File: src/rtl/core/hfpc_pkg.sv
// ----------------------------------------------------------------------------
// HSI fire pixel classifier package
// Payload types, register indexes and the cosine tables for the hue search.
// ----------------------------------------------------------------------------
package hfpc_pkg;

  localparam int unsigned CosW   = 22;
  localparam int unsigned CosSqW = 41;
  localparam int unsigned HueSpan = 180;

  // (2n-1)(2n) for the Taylor terms of the cosine series
  localparam longint unsigned TaylorDiv [1:14] = '{
    64'd2, 64'd12, 64'd30, 64'd56, 64'd90, 64'd132, 64'd182,
    64'd240, 64'd306, 64'd380, 64'd462, 64'd552, 64'd650, 64'd756
  };

  typedef struct packed {
    logic [7:0] red;
    logic [7:0] green;
    logic [7:0] blue;
  } pix_in_t;

  typedef struct packed {
    logic [8:0] hue_deg;
    logic [7:0] saturation;
    logic [7:0] intensity;
    logic       fire;
  } pix_out_t;

  typedef enum logic [2:0] {
    REG_HUE_LOW  = 3'd0,
    REG_HUE_HIGH = 3'd1,
    REG_SAT_LOW  = 3'd2,
    REG_SAT_HIGH = 3'd3,
    REG_INT_LOW  = 3'd4,
    REG_INT_HIGH = 3'd5
  } cfg_reg_t;

  typedef struct packed {
    logic [7:0]         hue_pos;
    logic               mirror;
    logic signed [10:0] x;
    logic [15:0]        dd;
    logic [9:0]         rem;
    logic [7:0]         nlo;
    logic [9:0]         den;
    logic [7:0]         quo;
    logic [7:0]         inten;
  } pipe_t;

  typedef logic signed [CosW-1:0] cos_tab_t [0:HueSpan];
  typedef logic [CosSqW-1:0] cos_sq_tab_t [0:HueSpan];

  function automatic cos_tab_t build_cos();
    cos_tab_t         t;
    longint unsigned  pi_q30;
    longint unsigned  a;
    longint unsigned  term;
    longint unsigned  q;
    longint           acc;
    pi_q30 = (64'd314159265 << 30) / 64'd100000000;
    for (int d = 0; d <= 90; d++) begin
      a    = (longint'(d) * pi_q30) / 64'd180;
      term = 64'd1 << 30;
      acc  = longint'(term);
      for (int n = 1; n <= 14; n++) begin
        term = (term * a) >> 30;
        term = (term * a) >> 30;
        term = term / TaylorDiv[n];
        if ((n % 2) == 1) acc = acc - longint'(term);
        else acc = acc + longint'(term);
      end
      if (acc < 0) acc = 0;
      q = (longint'(acc) + 64'd512) >> 10;
      t[d] = CosW'(q);
      if (d < 90) t[HueSpan - d] = -CosW'(q);
    end
    return t;
  endfunction

  localparam cos_tab_t COS_TAB = build_cos();

  function automatic cos_sq_tab_t build_cos_sq();
    cos_sq_tab_t t;
    longint      v;
    for (int d = 0; d <= HueSpan; d++) begin
      v = longint'(COS_TAB[d]);
      t[d] = CosSqW'(v * v);
    end
    return t;
  endfunction

  localparam cos_sq_tab_t COS_SQ = build_cos_sq();

endpackage

File: src/rtl/core/hfpc_back.sv
// ----------------------------------------------------------------------------
// HSI fire pixel classifier output stage
// Mirrors the hue, applies the bounds and holds the result for transfer.
// ----------------------------------------------------------------------------
module hfpc_back (
  input  logic               clk,
  input  logic               rst_n,
  input  logic               up_valid,
  input  hfpc_pkg::pipe_t    up_data,
  output logic               up_rdy,
  input  logic [8:0]         hue_low,
  input  logic [8:0]         hue_high,
  input  logic [7:0]         sat_low,
  input  logic [7:0]         sat_high,
  input  logic [7:0]         int_low,
  input  logic [7:0]         int_high,
  output logic               out_valid,
  output hfpc_pkg::pix_out_t out_data,
  input  logic               out_stall
);

  logic               v_r;
  hfpc_pkg::pix_out_t data_r;
  hfpc_pkg::pix_out_t data_nxt;
  logic [8:0]         hue;

  always_comb begin
    priority if (up_data.dd == 16'd0) begin
      hue = 9'd0;
    end else if (!up_data.mirror) begin
      hue = {1'b0, up_data.hue_pos};
    end else if (up_data.hue_pos == 8'd0) begin
      hue = 9'd359;
    end else begin
      hue = 9'd360 - {1'b0, up_data.hue_pos};
    end
    data_nxt.hue_deg    = hue;
    data_nxt.saturation = up_data.quo;
    data_nxt.intensity  = up_data.inten;
    data_nxt.fire       = (hue > hue_low) && (hue < hue_high)
                       && (up_data.quo > sat_low) && (up_data.quo < sat_high)
                       && (up_data.inten > int_low) && (up_data.inten < int_high);
  end

  assign up_rdy    = !v_r || !out_stall;
  assign out_valid = v_r;
  assign out_data  = data_r;

  always_ff @(posedge clk) begin
    if (!rst_n) begin
      v_r <= 1'b0;
    end else if (up_rdy) begin
      v_r <= up_valid;
    end
  end

  always_ff @(posedge clk) begin
    if (up_rdy) begin
      data_r <= data_nxt;
    end
  end

endmodule

File: config.mk
export PLATFORM = sky130hd
export DESIGN_NAME = hfpc_back
export DESIGN_NICKNAME = d
export VERILOG_FILES = /design/src/rtl/core/hfpc_pkg.sv /design/src/rtl/core/hfpc_back.sv
export SDC_FILE = /design/constraint.sdc
export NUM_CORES = 1
export LEC_CHECK = 0
export BUFFER_PORTS_ARGS = -buffer_cell sky130_fd_sc_hd__clkbuf_2
export CORE_MARGIN = 3
export CORE_UTILIZATION = 25
export CTS_CLUSTER_DIAMETER = 80
export DETAILED_ROUTE_END_ITERATION = 6
export GPL_TIMING_DRIVEN = 0
export SYNTH_ARGS = -nofsm -noshare
export SYNTH_HDL_FRONTEND = slang
export SYNTH_SLANG_ARGS = --single-unit
File: constraint.sdc
create_clock -name clk -period 5.2 [get_ports clk]
set_input_delay 0.52 -clock clk [delete_from_list [all_inputs] [get_ports clk]]
set_output_delay 0.52 -clock clk [all_outputs]
set_load 0.01 [all_outputs]
# == Word-level counts from Yosys, hierarchy flattened ==
# Index checks and enable logic that the tools add are counted.
# word_totals
latchBits,0
mem_count,0
romBits,0
regBits,27
out_inout_bits,28
in_bits,134
ramBits,0
# op_classes
n_shift,0
div_mod_pow,0
n_bitwise,0
mul,0
reduce_logical,10
n_eq_ne,0
addsub,1
magnitude_cmp,6
muxes,3
# ops
op,count
$mux W9,3
$gt A8 B8 Y1,2
$logic_not A16 Y1,1
$lt A8 B8 Y1,2
$gt A9 B9 Y1,1
$lt A9 B9 Y1,1
$sub A9 B8 Y9 const A,1
$logic_not A8 Y1,1
$logic_and A1 B1 Y1,5
$logic_not A1 Y1,2
$logic_or A1 B1 Y1,1

# == Logic depth before layout (Yosys ltp) ==
# logic_depth
depth_word,10
ltp_mapped,13

# == Worst setup path before layout ==
# Ideal clock, no wire load.
# synth_path
path_kind,input -> register
from,input up_data[75] (netlist bit)
to,"register data_r (netlist bit out_data[0]), data pin"
setup_ps,176
cell_stages,10
path_buffers,0
path_slack_ps,2405
arrival_time_ps,2619
required_time_ps,5024
path_cell_list,or4_1 -> or3_4 -> nand2b_1 -> nor2_1 -> ha_1 -> a222oi_1 -> o311ai_0 -> nor3_1 -> nand4_1 -> nor4_1
# synth_rtl
item,line_no,text
start: declaration,hfpc_back.sv:9,"input hfpc_pkg::pipe_t up_data,"
end signal: assignment,hfpc_back.sv:59,data_r <= data_nxt;
end: declaration,hfpc_back.sv:23,hfpc_pkg::pix_out_t data_r;

==> metrics <==
result of the run finished, final reports clean; TritonCTS clock tree built; max-cap viol count 0; Static Leak 1.647 nW; postcts setup bufs 0; number of synthesized flops with an enable pin 26; Nets 539; Initial Util 26.46%; largest net degree at the start of global routing 28; CTS sink count 27; overall routing resource usage 11.77%; Die Width 100.7 um; Mapped Avg Cell Area 9.695 um^2; Routed Wire Length 5909 um; Mapped Area 2240 um^2; Synth area leader edfxtp_1; final std cell area, no fill 3025 um^2; DR WL/cell 12.82 um; Worst slew margin 21.97%; Net Count, Synth 413; Top delay family on crit path compound AO/OA/AOI/OAI gates; Fmax 303.9 MHz; most frequent cell after synthesis inv_1; Synth Area in Simple Gates 14.36%; Peak supply drop 0.06931 mV; ANT cells 0; Final Cycle Share 63.27%; Clock Tree Root clkbuf_8; vias in the first global route 2,087; #FFs+latches synth 27; layout cell share with drive strength beyond 1 35.67%; vias 2,048; compound-gate portion of the synthesized area 11.73%; Tightest Pin Transition 1.168 ns; Clock Skews 0.004888 ns; core box area 8464 um^2; fin crit period 3.290 ns; Slew Limit Fails 0; critical path, cell by cell clkbuf_2, inv_1, ha_1, nand2b_1, a21o_1, a311oi_1, ha_1, a222oi_1, o311ai_0, nor3_1, nand4_1, nor4_1; dominant synthesized flop cell edfxtp_1; Critical path origin up_data[72]; worst stage delay on the critical path 0.63 ns; Hold Buf Count CTS 0; CP dominant cell by count ha_1; top post-synthesis cells by count inv_1, ha_1, edfxtp_1; DRC viols 0; Max FO, Critical Path 3; CP max stage cell a311oi_1; detailed placement HPWL 5255 um; Netlist cell types 39; die area 10,130 um^2; Port-buffer cells 121; main combinational cell family by area after synthesis adder cells; endpoints failing setup 0; Min-Delay Path Class in2reg; RD Place Congestion 0.7644; Synth Area in Adders 26.82%; critical path arrival 3.39 ns; top-area cell type share of the netlist area 34.86%; RSZ-0062 raised after global routing no; Yosys Warn Count 0; WP data required 5.30 ns; Initial DRT Pass Iterations 4; Clk pin slew, worst setup/hold paths 0.10 ns; HP Start up_data[0]; critical setup path kind in2reg; xor-xnor portion of the synthesized cell area 2.346%; Clock Tree Buf Depth 2; Routed Antenna Nets 0; Die Y 100.7 um; multiplexer share of the synthesized area 0.4469%; register area share after synthesis 35.75%; row cnt 33; H-tree Lvls 1; top cells by area, synth edfxtp_1, ha_1, inv_1; Fin. Hold Viols 0; later-pin clock latency in the skew report 0.27 ns; Syn Inst Count 231; CTS Buf Count 3; setup_tns 0 ns; first-pass GRT wire length 9549 um; initial antenna violation count 0; top-level port count 162; vias per cell 4.443; GRT overflow 0; DP Area 2977 um^2; worst path bufs/invs 2; ys async rst share 0%; post_cts resized 0; Syn-to-layout area delta 35.08%; Setup crit end kind register; Reg2Reg Launch Point out_valid$_SDFFE_PN0P_; PwrDens 188.1 nW/um^2; DR iter-0 viols 20; Startpoint Class input port
cell type report:
cell class	count	area, um^2
fillers	882	5439
multi-input cells	153	1247
flip-flops and latches	27	800.8
repair buffers	121	605.6
inverters	49	183.9
well taps	105	131.4
clock buffers	3	41.29
clock inverters	1	7.507
plain buffers	2	7.507
power by group:
| group | internal [mW] | switching [mW] |
|---|---|---|
| clock network | 0.0545 | 0.0714 |
| registers | 0.258 | 0.00437 |
| logic | 0.0848 | 0.0962 |
flip-flops by register name, indices dropped and copies added (netlist names):
| name | cells |
|---|---|
| out_data | 26 |
| out_valid | 1 |
final timing paths:
check                                 to  cells past startpoint  slack [ns]
hold reg to reg   out_valid$_SDFFE_PN0P_                      2        0.54
hold / removal     out_data[1]$_DFFE_PP_                      1        0.45
setup / recovery   out_data[0]$_DFFE_PP_                     12        1.91
setup reg to reg  out_data[25]$_DFFE_PP_                      1        3.63
through the flow:
step	utilization [%]	hold slack [ns]	power, mW	setup WS (ns)	instances
2_1_floorplan	-	0.5464	0.3657	2.405	231
3_3_place_gp	35.17	0.5111	0.4466	1.548	457
3_5_place_dp	35.17	0.5245	0.4518	1.532	457
4_1_cts	35.74	0.4366	0.5834	1.837	461
5_1_grt	35.74	0.4316	0.6162	1.555	461
6_report	35.74	0.4473	0.5691	1.910	461
logic make-up (layout without fill, tap and decap cells):
kind of cell             after synthesis  in the layout
AO/OA/AOI/OAI                         40             40
XOR/XNOR                               6              6
adder cells (fa/ha/maj)               48             48
buffers and inverters                 51            176
flip-flops                            27             27
multiplexers                           1              1
AND/OR/NAND/NOR                       58             58
metal layers:
| layer | share of wire, % | global-route usage [%] |
|---|---|---|
| met5 | 0 | 0 |
| met4 | 0.80 | 3.420 |
| met3 | 7.7 | 1.869 |
| met2 | 46 | 19.24 |
| met1 | 46 | 15.97 |
cell usage in the layout, fill, tap and decap left out, types with 2 or more instances in the layout:
master / instances
ha_1: 48
a31oi_1: 2
nor2b_1: 6
nor2_1: 6
a21o_1: 4
or3_1: 2
o32ai_1: 2
nor3_1: 3
inv_1: 49
clkbuf_8: 3
clkbuf_1: 2
edfxtp_1: 26
xnor2_1: 2
nand2_1: 10
a21boi_0: 3
xor2_1: 4
o211ai_1: 2
nand2b_1: 4
nand4_1: 9
nor4_1: 5
a21oi_1: 17
clkbuf_2: 121
nand3_1: 7
Note: power is estimated with default switching activity, not from simulation.
