[src/rtl/core/hfpc_pkg.sv]
// ----------------------------------------------------------------------------
// HSI fire pixel classifier package
// Payload types, register indexes and the cosine tables for the hue search.
// ----------------------------------------------------------------------------
package hfpc_pkg;

  localparam int unsigned CosW   = 22;
  localparam int unsigned CosSqW = 41;
  localparam int unsigned HueSpan = 180;

  // (2n-1)(2n) for the Taylor terms of the cosine series
  localparam longint unsigned TaylorDiv [1:14] = '{
    64'd2, 64'd12, 64'd30, 64'd56, 64'd90, 64'd132, 64'd182,
    64'd240, 64'd306, 64'd380, 64'd462, 64'd552, 64'd650, 64'd756
  };

  typedef struct packed {
    logic [7:0] red;
    logic [7:0] green;
    logic [7:0] blue;
  } pix_in_t;

  typedef struct packed {
    logic [8:0] hue_deg;
    logic [7:0] saturation;
    logic [7:0] intensity;
    logic       fire;
  } pix_out_t;

  typedef enum logic [2:0] {
    REG_HUE_LOW  = 3'd0,
    REG_HUE_HIGH = 3'd1,
    REG_SAT_LOW  = 3'd2,
    REG_SAT_HIGH = 3'd3,
    REG_INT_LOW  = 3'd4,
    REG_INT_HIGH = 3'd5
  } cfg_reg_t;

  typedef struct packed {
    logic [7:0]         hue_pos;
    logic               mirror;
    logic signed [10:0] x;
    logic [15:0]        dd;
    logic [9:0]         rem;
    logic [7:0]         nlo;
    logic [9:0]         den;
    logic [7:0]         quo;
    logic [7:0]         inten;
  } pipe_t;

  typedef logic signed [CosW-1:0] cos_tab_t [0:HueSpan];
  typedef logic [CosSqW-1:0] cos_sq_tab_t [0:HueSpan];

  function automatic cos_tab_t build_cos();
    cos_tab_t         t;
    longint unsigned  pi_q30;
    longint unsigned  a;
    longint unsigned  term;
    longint unsigned  q;
    longint           acc;
    pi_q30 = (64'd314159265 << 30) / 64'd100000000;
    for (int d = 0; d <= 90; d++) begin
      a    = (longint'(d) * pi_q30) / 64'd180;
      term = 64'd1 << 30;
      acc  = longint'(term);
      for (int n = 1; n <= 14; n++) begin
        term = (term * a) >> 30;
        term = (term * a) >> 30;
        term = term / TaylorDiv[n];
        if ((n % 2) == 1) acc = acc - longint'(term);
        else acc = acc + longint'(term);
      end
      if (acc < 0) acc = 0;
      q = (longint'(acc) + 64'd512) >> 10;
      t[d] = CosW'(q);
      if (d < 90) t[HueSpan - d] = -CosW'(q);
    end
    return t;
  endfunction

  localparam cos_tab_t COS_TAB = build_cos();

  function automatic cos_sq_tab_t build_cos_sq();
    cos_sq_tab_t t;
    longint      v;
    for (int d = 0; d <= HueSpan; d++) begin
      v = longint'(COS_TAB[d]);
      t[d] = CosSqW'(v * v);
    end
    return t;
  endfunction

  localparam cos_sq_tab_t COS_SQ = build_cos_sq();

endpackage

[src/rtl/core/hfpc_front.sv]
// ----------------------------------------------------------------------------
// HSI fire pixel classifier front stage
// Forms sum, intensity, divider operands and the hue discriminant terms.
// ----------------------------------------------------------------------------
module hfpc_front (
  input  logic              clk,
  input  logic              rst_n,
  input  logic              up_valid,
  input  hfpc_pkg::pix_in_t up_data,
  output logic              up_rdy,
  output logic              dn_valid,
  output hfpc_pkg::pipe_t   dn_data,
  input  logic              dn_rdy
);

  logic            v_r;
  hfpc_pkg::pipe_t data_r;
  hfpc_pkg::pipe_t data_nxt;

  logic [9:0]  sum;
  logic [7:0]  mn;
  logic [9:0]  spread;
  logic [17:0] numer;
  logic [19:0] inten_p;
  logic [17:0] sq_sum;
  logic [17:0] cross_sum;
  logic [17:0] dd_full;

  always_comb begin
    sum = 10'(up_data.red) + 10'(up_data.green) + 10'(up_data.blue);
    mn = up_data.red;
    if (up_data.green < mn) mn = up_data.green;
    if (up_data.blue < mn) mn = up_data.blue;
    spread = sum - 10'(3 * mn);
    numer = (18'(spread) << 8) - 18'(spread);
    inten_p = 20'(sum) * 20'd683;
    sq_sum = 18'(up_data.red * up_data.red) + 18'(up_data.green * up_data.green)
           + 18'(up_data.blue * up_data.blue);
    cross_sum = 18'(up_data.red * up_data.green) + 18'(up_data.red * up_data.blue)
              + 18'(up_data.green * up_data.blue);
    dd_full = sq_sum - cross_sum;

    data_nxt.hue_pos = '0;
    data_nxt.mirror  = up_data.green < up_data.blue;
    data_nxt.x       = 11'(signed'({3'b000, up_data.red} << 1))
                     - 11'(signed'({3'b000, up_data.green}))
                     - 11'(signed'({3'b000, up_data.blue}));
    data_nxt.dd      = dd_full[15:0];
    data_nxt.rem     = numer[17:8];
    data_nxt.nlo     = numer[7:0];
    data_nxt.den     = (sum == 10'd0) ? 10'd1 : sum;
    data_nxt.quo     = '0;
    data_nxt.inten   = inten_p[18:11];
  end

  assign up_rdy   = !v_r || dn_rdy;
  assign dn_valid = v_r;
  assign dn_data  = data_r;

  always_ff @(posedge clk) begin
    if (!rst_n) begin
      v_r <= 1'b0;
    end else if (up_rdy) begin
      v_r <= up_valid;
    end
  end

  always_ff @(posedge clk) begin
    if (up_rdy) begin
      data_r <= data_nxt;
    end
  end

endmodule

[config.mk]
export PLATFORM = sky130hd
export DESIGN_NAME = hfpc_front
export DESIGN_NICKNAME = d
export VERILOG_FILES = /design/src/rtl/core/hfpc_pkg.sv /design/src/rtl/core/hfpc_front.sv
export SDC_FILE = /design/constraint.sdc
export NUM_CORES = 1
export LEC_CHECK = 0
export BUFFER_PORTS_ARGS = -buffer_cell sky130_fd_sc_hd__buf_2
export CORE_MARGIN = 4
export CORE_UTILIZATION = 65
export CTS_CLUSTER_DIAMETER = 150
export DETAILED_ROUTE_END_ITERATION = 8
export PLACE_DENSITY = 0.84
export SKIP_CTS_REPAIR_TIMING = 1
export SLEW_MARGIN = 20
export SYNTH_ARGS = -nofsm -noshare
export SYNTH_HDL_FRONTEND = slang
export SYNTH_SLANG_ARGS = --single-unit
export TNS_END_PERCENT = 5
[constraint.sdc]
create_clock -name clk -period 14.9 [get_ports clk]
set_input_delay 2.235 -clock clk [delete_from_list [all_inputs] [get_ports clk]]
set_output_delay 2.235 -clock clk [all_outputs]
set_load 0.02 [all_outputs]
-- Yosys cells after proc, flatten, opt, wreduce, memory -nomap -nowiden
Cells that the tools add are included.
- bits in registers: 65
- bits of input ports: 28
- output and inout port bits: 82
- logic and storage cells: 35
- add/subtract/negate cells: 11
- multipliers: 8
- $lt $le $gt $ge: 3
- muxes and demuxes: 2
- reduce and logical (&&, ||, !) cells: 3
- operators by type and width (cell ; number):
    multiplier 8 x 8 -> 16 bit ; 6
    adder 16 bit ; 4
    less-than comparator 8 bit ; 3
    multiplier 10 x 10 -> 19 bit, second input constant ; 1
    subtractor 18 x 10 -> 18 bit ; 1
    two-way mux 8 bit ; 2
    subtractor 16 bit ; 1
    subtractor 10 x 9 -> 11 bit ; 1
    adder 9 x 8 -> 10 bit ; 1
    zero test 10 bit ; 1
    multiplier 2 x 8 -> 10 bit, first input constant ; 1
    subtractor 10 bit ; 1
    subtractor 9 x 8 -> 10 bit ; 1
    adder 8 x 8 -> 9 bit ; 1
    zero test 1 bit ; 1
    logical OR 1 bit ; 1

-- Logic depth before layout (Yosys ltp)
Gate-level depths: netlist of the first run.
- word-level depth: 7
- depth in mapped cells: 35
- gate-level depth less buffers: 31

-- Least setup slack after synthesis of the first run
Ideal clock, no wire load.
- path type: input-to-reg
- start point: input port up_data[0] in the netlist's numbering
- end point: register data_r, in the netlist dn_data[59] (data pin)
- library setup time: 266 ps
- arrival time: 9024 ps
- data required time: 14634 ps
- path slack: 5610 ps
- cell stages on the path: 25
- buffers on the path: 2
- cell sequence: clkbuf_1 clkbuf_1 nand2_1 fa_1 fa_1 fa_1 fa_1 inv_1 fa_1 inv_1 fa_1 fa_1 inv_1 fa_1 inv_1 fa_1 inv_1 ha_1 nor2b_1 o21ai_1 a21boi_1 o41a_1 a41o_1 o41ai_1 xnor2_1
- RTL lines (element ; RTL line ; text):
    from (decl) ; hfpc_front.sv:9 ; input hfpc_pkg::pix_in_t up_data,
    to (signal assigned) ; hfpc_front.sv:70 ; data_r <= data_nxt;
    to (decl) ; hfpc_front.sv:17 ; hfpc_pkg::pipe_t data_r;

==> results.tsv, run 1 <==
stage	metric	value	unit
clock_network	H-tree depth	3	
timing	endpoints failing hold	0	
die	Die Height	176.3	um
yosys	Post-Syn Area	18400	um2
yosys	simple-gate share of the synthesized area	9.899	%
placement	gpl congestion	0.9386	
route	Avg WL per Cell	19.49	um
cells_and_area	Area growth, synth to finish	5.486	%
clock_network	clock sink total	65	
yosys	most common library cells after synthesis	inv_1, fa_1, ha_1, nor2_1, nand2_1	
route	Post-Route WL	45800	um
die	Initial Utilization	66.06	%
timing	endpoints failing setup	0	
yosys	Syn Inst Count	1916	
route	ANT nets after route	0	
timing	Worst-Margin Slew	0.9267	ns
yosys	top cells by area, synth	fa_1, ha_1, edfxtp_1	
timing	crit share post-route	68.32	%
yosys	main combinational cell family by area after synthesis	adder cells	
worst_setup_path	WP data required	15.00	ns
timing	Worst Skew	0.007339	ns
clock_network	later-pin clock latency in the skew report	0.36	ns
global_route	total grt overflow	0	
die	floorplan row count	61	
clock_network	CTS buffer count	9	
yosys	Post-synth EDFFs	64	
route	DRC viols	0	
hold_path	worst hold path type	reg -> reg	
yosys	complex-gate fraction of the synthesized area	6.724	%
yosys	mux cell area share after synthesis	0	%
global_route	first-pass GRT wire length	75390	um
worst_setup_path	crit path kind	in -> reg	
yosys	Synth Flop Type	edfxtp_1	
cells_and_area	fin nets	2627	
clock_network	CTS clk-pin slew, worst paths	0.06	ns
cells_and_area	Fillers	2073	
global_route	initial antenna violation count	2	
global_route	largest net degree at the start of global routing	67	
status	status	finished, final reports clean	
route	drt pass-1 iters	5	
yosys	top-area cell type share of the netlist area	38.83	%
worst_setup_path	slowest stage delay, CP	0.58	ns
yosys	unique cell type count in the Yosys netlist	65	
yosys	Syn Area/Cell	9.605	um2
route	Via density	5.757	
timing	RSZ-0062 raised after global routing	false	
route	total number of vias	13530	
worst_setup_path	worst-path maximum fanout	19	
route	initial drt markers	976	
die	Die W	176.3	um
timing	setup TNS	0	ns
die	die area	31070	um2
yosys	most frequent cell after synthesis	inv_1	
global_route	vias in the first global route	14880	
worst_setup_path	slowest CP cell	o21ai_1	
die	core box area	27860	um2
worst_setup_path	Data arrival, critical path	10.28	ns
clock_network	TritonCTS clock tree	yes	
yosys	asr flop ratio synth	0	%
clock_network	clk buf depth	2	
timing	FMAX	98.24	MHz
global_route	total global-route track usage	30.87	%
yosys	Synth area leader	fa_1	
yosys	synthesis-stage register bit count	65	
timing	Slew HR	37.78	%
placement	DP HPWL	35670	um
cells_and_area	share of cells above drive strength 1	6.849	%
yosys	adder-cell area share of the yosys netlist	57.60	%
worst_setup_path	Setup crit start kind	primary input	
clock_network	CTS root buf	clkbuf_16	
timing	max-slew violations	0	
placement	port bufs	93	
run	MaxCap Viol Count	0	
yosys	part of the Yosys area used for sequential elements	10.55	%
yosys	xor-xnor portion of the synthesized cell area	3.998	%
yosys	Synth warnings	0	
timing	Tmin final	10.18	ns
die	io pins	110	
worst_setup_path	critical path capture point type	register	
==> stage by stage <==
| stage | setup WS, ns | cells | hold slack [ns] | utilization (%) | area, um2 |
|---|---|---|---|---|---|
| 6_report | 4.721 | 2350 | 1.222 | 69.69 | 19410 |
| 5_1_grt | 4.138 | 2350 | 1.297 | 69.69 | 19410 |
| 4_1_cts | 4.587 | 2349 | 1.236 | 69.68 | 19410 |
| 3_5_place_dp | 4.252 | 2333 | 1.217 | 68.59 | 19110 |
| 3_3_place_gp | 4.601 | 2333 | 1.198 | 68.59 | 19110 |
| 2_1_floorplan | 5.610 | 1931 | 2.178 | - | 18460 |
==> layout by cell type (no fill, tap or decap), types with 3 or more instances in the layout <==
cell	netlist	layout
o41ai_1	3	3
a211oi_1	15	15
and2b_1	3	3
ha_1	276	276
fa_1	357	357
nor3_1	24	24
xnor2_1	62	62
o21ai_1	6	7
clkinv_1	3	3
buf_4	16	6
nand2b_1	6	5
o21ai_0	26	25
o21bai_1	4	4
and2_1	20	20
and3_1	6	6
buf_2	2	93
nand3_1	20	20
nor2b_1	9	9
or2_2	5	5
o21a_1	15	15
a21oi_1	50	50
conb_1	1	16
or3_1	5	5
xor2_1	22	22
a31oi_1	3	3
a22oi_1	3	3
a211oi_2	3	3
clkinv_4	0	3
inv_1	454	454
nand2_1	141	141
a21o_1	18	18
clkbuf_16	0	9
a211o_1	3	3
nor4_1	3	3
nor2_1	170	170
o211ai_1	4	4
edfxtp_1	64	64
==> worst max-delay path, delay by kind of cell <==
family | cells | cell delay [ns]
AO/OA/AOI/OAI | 12 | 3.23
adder cells (fa/ha/maj) | 5 | 1.85
AND/OR/NAND/NOR | 7 | 1.35
buffers and inverters | 5 | 1.15
XOR/XNOR | 2 | 0.46
==> metal layers <==
| layer | vias up | wire length (um) | global-route usage [%] |
|---|---|---|---|
| met3 | 176 | 3769 | 5.032 |
| met1 | 6742 | 17250 | 39.81 |
| met5 | - | 13 | 0 |
| met4 | 2 | 2182 | 13.52 |
| li1 | 5968 | - | - |
| met2 | 640 | 22590 | 51.98 |
==> path summary, 6_finish.rpt <==
kind | start | to | slack [ns] | cells past startpoint
worst max-delay path | up_data[23] | dn_data[43]$_DFFE_PP_ | 4.72 | 31
worst min-delay path | dn_valid$_SDFFE_PN0P_ | dn_data[17]$_SDFFCE_PN0P_ | 1.22 | 1
worst max register to register | dn_valid$_SDFFE_PN0P_ | dn_data[58]$_DFFE_PP_ | 13.49 | 1
worst min register to register | dn_valid$_SDFFE_PN0P_ | dn_data[17]$_SDFFCE_PN0P_ | 1.22 | 1
==> final cells by class <==
type | instances | area [um2] | share of cell area (%)
multi-input combinational | 1333 | 14460 | 74.50
sequential | 65 | 1942 | 10.00
inverter | 458 | 1719 | 8.855
timing repair buffer | 99 | 510.5 | 2.630
tap | 378 | 473.0 | 2.436
clock buffer | 9 | 225.2 | 1.160
clock inverter | 7 | 78.83 | 0.4060
antenna | 1 | 2.502 | 0.01289
==> kinds of logic after synthesis <==
logic type	count (synthesis)
compound gates	179
xor+xnor	84
fa+ha+maj	633
other cells	1
simple gates	421
flops	65
buf+inv	533
==> sequential cells by signal (all words and copies together), names as in the netlist <==
name / count
dn_data: 64
dn_valid: 1
Power of run 1 is left out: the tool's default activity adds up to more than one toggle a clock period on the data nets, which glitch-free logic cannot reach.
==> run 2, diff against run 1 <==
ABC_AREA = 1   (was not set)
CORE_UTILIZATION = 59   (was 65)
PLACE_DENSITY = 0.81   (was 0.84)
clock period = 8.85 ns   (was 14.9 ns; I/O delays follow)
==> run 2 against run 1 <==
- sequential cell count is the same
- hold slack gained 0.0025 ns
- cell count grew 11%
- highest routed layer is now met4
- non-clock buffer count grew 24
- clock skew grew 0.0019 ns
- final area grew 3.1%
- critical endpoint is now dn_data[58]$_DFFE_PP_
- synthesized area grew 2.1%
==> results.tsv, run 2 <==
stage	metric	value	unit	change
die	Initial Utilization	59.69	%	-6.4 points
yosys	part of the Yosys area used for sequential elements	10.34	%	-0.22 points
route	Via density	5.254		-8.7%
yosys	Synth Flop Type	edfxtp_1		
yosys	top-area cell type share of the netlist area	38.04	%	-0.79 points
timing	Worst Skew	0.009255	ns	+0.001916 ns
timing	max-slew violations	0		unchanged
timing	endpoints failing setup	0		unchanged
route	initial drt markers	889		-8.9%
yosys	top cells by area, synth	fa_1, ha_1, inv_1		
worst_setup_path	Critical path origin	up_data[19]		
route	total number of vias	13670		+1.0%
route	M1 WL	17450	um	+1.1%
die	floorplan row count	65		+6.6%
route	drt pass-1 iters	6		+1
worst_setup_path	worst-path maximum fanout	26		+7
clock_network	TritonCTS clock tree	yes		
cells_and_area	Area growth, synth to finish	6.493	%	
yosys	most common library cells after synthesis	inv_1, nand2_1, fa_1, ha_1, edfxtp_1		
die	Die W	186.5	um	+5.8%
clock_network	clock sink total	65		unchanged
clock_network	clk buf depth	2		unchanged
hold_path	min-delay src	dn_valid$_SDFFE_PN0P_		
global_route	vias in the first global route	15370		+3.3%
hold_path	worst hold path type	reg -> reg		
cells_and_area	commonest non-fill, non-tap cell in the layout	inv_1		
route	highest routed layer	met4		
yosys	Syn Inst Count	2123		+11%
clock_network	CTS buffer count	9		unchanged
cells_and_area	share of cells above drive strength 1	7.594	%	+0.75 points
route	ANT nets after route	0		unchanged
global_route	largest net degree at the start of global routing	67		unchanged
global_route	initial antenna violation count	0		-2
route	Avg WL per Cell	17.03	um	-13%
clock_network	CTS clk-pin slew, worst paths	0.07	ns	about the same
cells_and_area	commonest non-fill, non-tap cells in the layout	inv_1, nand2_1, fa_1		
cells_and_area	Largest register FFs	64		unchanged
timing	Slew HR	37.55	%	-0.23 points
run	MaxCap Viol Count	0		unchanged
timing	Tmin final	8.191	ns	
timing	setup TNS	0	ns	unchanged
yosys	Synth area leader	fa_1		
die	core box area	31470	um2	+13%
clock_network	H-tree depth	3		unchanged
cells_and_area	fin nets	2856		+8.7%
clock_network	later-pin clock latency in the skew report	0.36	ns	about the same
timing	Worst-Margin Slew	0.9368	ns	+0.01007 ns
die	die area	34760	um2	+12%
yosys	Syn Area/Cell	8.850	um2	-7.9%
yosys	most frequent cell after synthesis	inv_1		
yosys	Post-synth EDFFs	64		unchanged
global_route	total grt overflow	0		unchanged
yosys	Post-Syn Area	18790	um2	+2.1%
worst_setup_path	Data arrival, critical path	8.30	ns	-1.98 ns
route	Post-Route WL	44290	um	-3.3%
worst_setup_path	Setup crit start kind	primary input		
placement	DP Area	19690	um2	+3.1%
worst_setup_path	crit path kind	in -> reg		
worst_setup_path	Reg-to-Reg Start	dn_valid$_SDFFE_PN0P_		
timing	FMAX	122.1	MHz	
route	DR WL met2	22110	um	-2.1%
die	io pins	110		unchanged
die	Die Height	186.5	um	+5.8%
clock_network	CTS root buf	clkbuf_16		
status	status	finished, final reports clean		
worst_setup_path	WP data required	8.96	ns	-6.04 ns
timing	RSZ-0062 raised after global routing	false		
route	DRC viols	0		unchanged
cells_and_area	antenna cells	0		-1
cells_and_area	Fillers	2525		+22%
cells_and_area	Design Area, Final	20010	um2	+3.1%
placement	port bufs	93		unchanged
timing	crit share post-route	92.56	%	
worst_setup_path	critical path capture point type	register		
global_route	total global-route track usage	26.86	%	-4.0 points
yosys	synthesis-stage register bit count	65		unchanged
timing	endpoints failing hold	0		unchanged
yosys	unique cell type count in the Yosys netlist	47		-28%
placement	DP HPWL	36420	um	+2.1%
global_route	first-pass GRT wire length	75220	um	-0.23%
yosys	Synth warnings	0		unchanged
placement	gpl congestion	0.9020		-3.9%
route	met3 WL	3001	um	-20%
yosys	asr flop ratio synth	0	%	unchanged
[run 2: path summary, 6_finish.rpt]
| kind | end | depth (start not counted) | slack [ns] |
|---|---|---|---|
| setup / recovery | dn_data[58]$_DFFE_PP_ | 22 | 0.66 |
| hold / removal | dn_data[45]$_DFFE_PP_ | 1 | 1.22 |
| setup reg to reg | dn_data[25]$_SDFFCE_PN0P_ | 1 | 7.41 |
| hold reg to reg | dn_data[45]$_DFFE_PP_ | 1 | 1.22 |
[run 2: logic make-up after synthesis]
| family | Yosys count | share of synthesized area, % |
|---|---|---|
| AND/OR/NAND/NOR | 502 | 10.86 |
| buffers and inverters | 725 | 14.84 |
| AO/OA/AOI/OAI | 115 | 3.516 |
| flip-flops | 65 | 10.34 |
| other | 1 | 0.01996 |
| adder cells (fa/ha/maj) | 633 | 56.42 |
| XOR/XNOR | 82 | 4.016 |
[run 2: stage by stage]
step                worst slack (ns)  cells  hold slack [ns]  util (%)
finish                        0.6587   2601            1.224     63.57
global route                  0.3399   2601            1.230     63.57
CTS                           0.6876   2601            1.213     63.57
detailed placement            0.3008   2586            1.268     62.56
global placement              0.4836   2586            1.227     62.56
floorplan                     0.9013   2138            1.469         -
[run 2: cell type report]
| type | count | area (um2) | share of cell area, % |
|---|---|---|---|
| flip-flops and latches | 65 | 1942 | 9.705 |
| repair buffers | 123 | 690.7 | 3.452 |
| inverters | 648 | 2432 | 12.16 |
| clock buffers | 9 | 225.2 | 1.126 |
| multi-input cells | 1348 | 14120 | 70.58 |
| clock inverters | 6 | 92.59 | 0.4628 |
| well taps | 402 | 503.0 | 2.514 |
[run 2: routing by layer]
layer / vias up / track usage [%]
li1: 6307 / -
met1: 6727 / 34.73
met2: 504 / 46.27
met3: 128 / 3.517
met4: 0 / 10.84
met5: - / 0
[run 2: critical path: stages]
cell and delay (ns):
buf_2 0.54, inv_1 0.32, fa_1 0.53, fa_1 0.55, inv_1 0.05, fa_1 0.48, inv_1 0.05, fa_1 0.47
fa_1 0.54, inv_1 0.05, fa_1 0.51, inv_1 0.06, fa_1 0.53, inv_1 0.05, fa_1 0.50, fa_1 0.42
ha_1 0.36, a21oi_1 0.12, o21ai_0 0.32, nand3_1 0.16, o21ai_0 0.24, xor2_1 0.11
Power of run 2 is left out for the same reason.
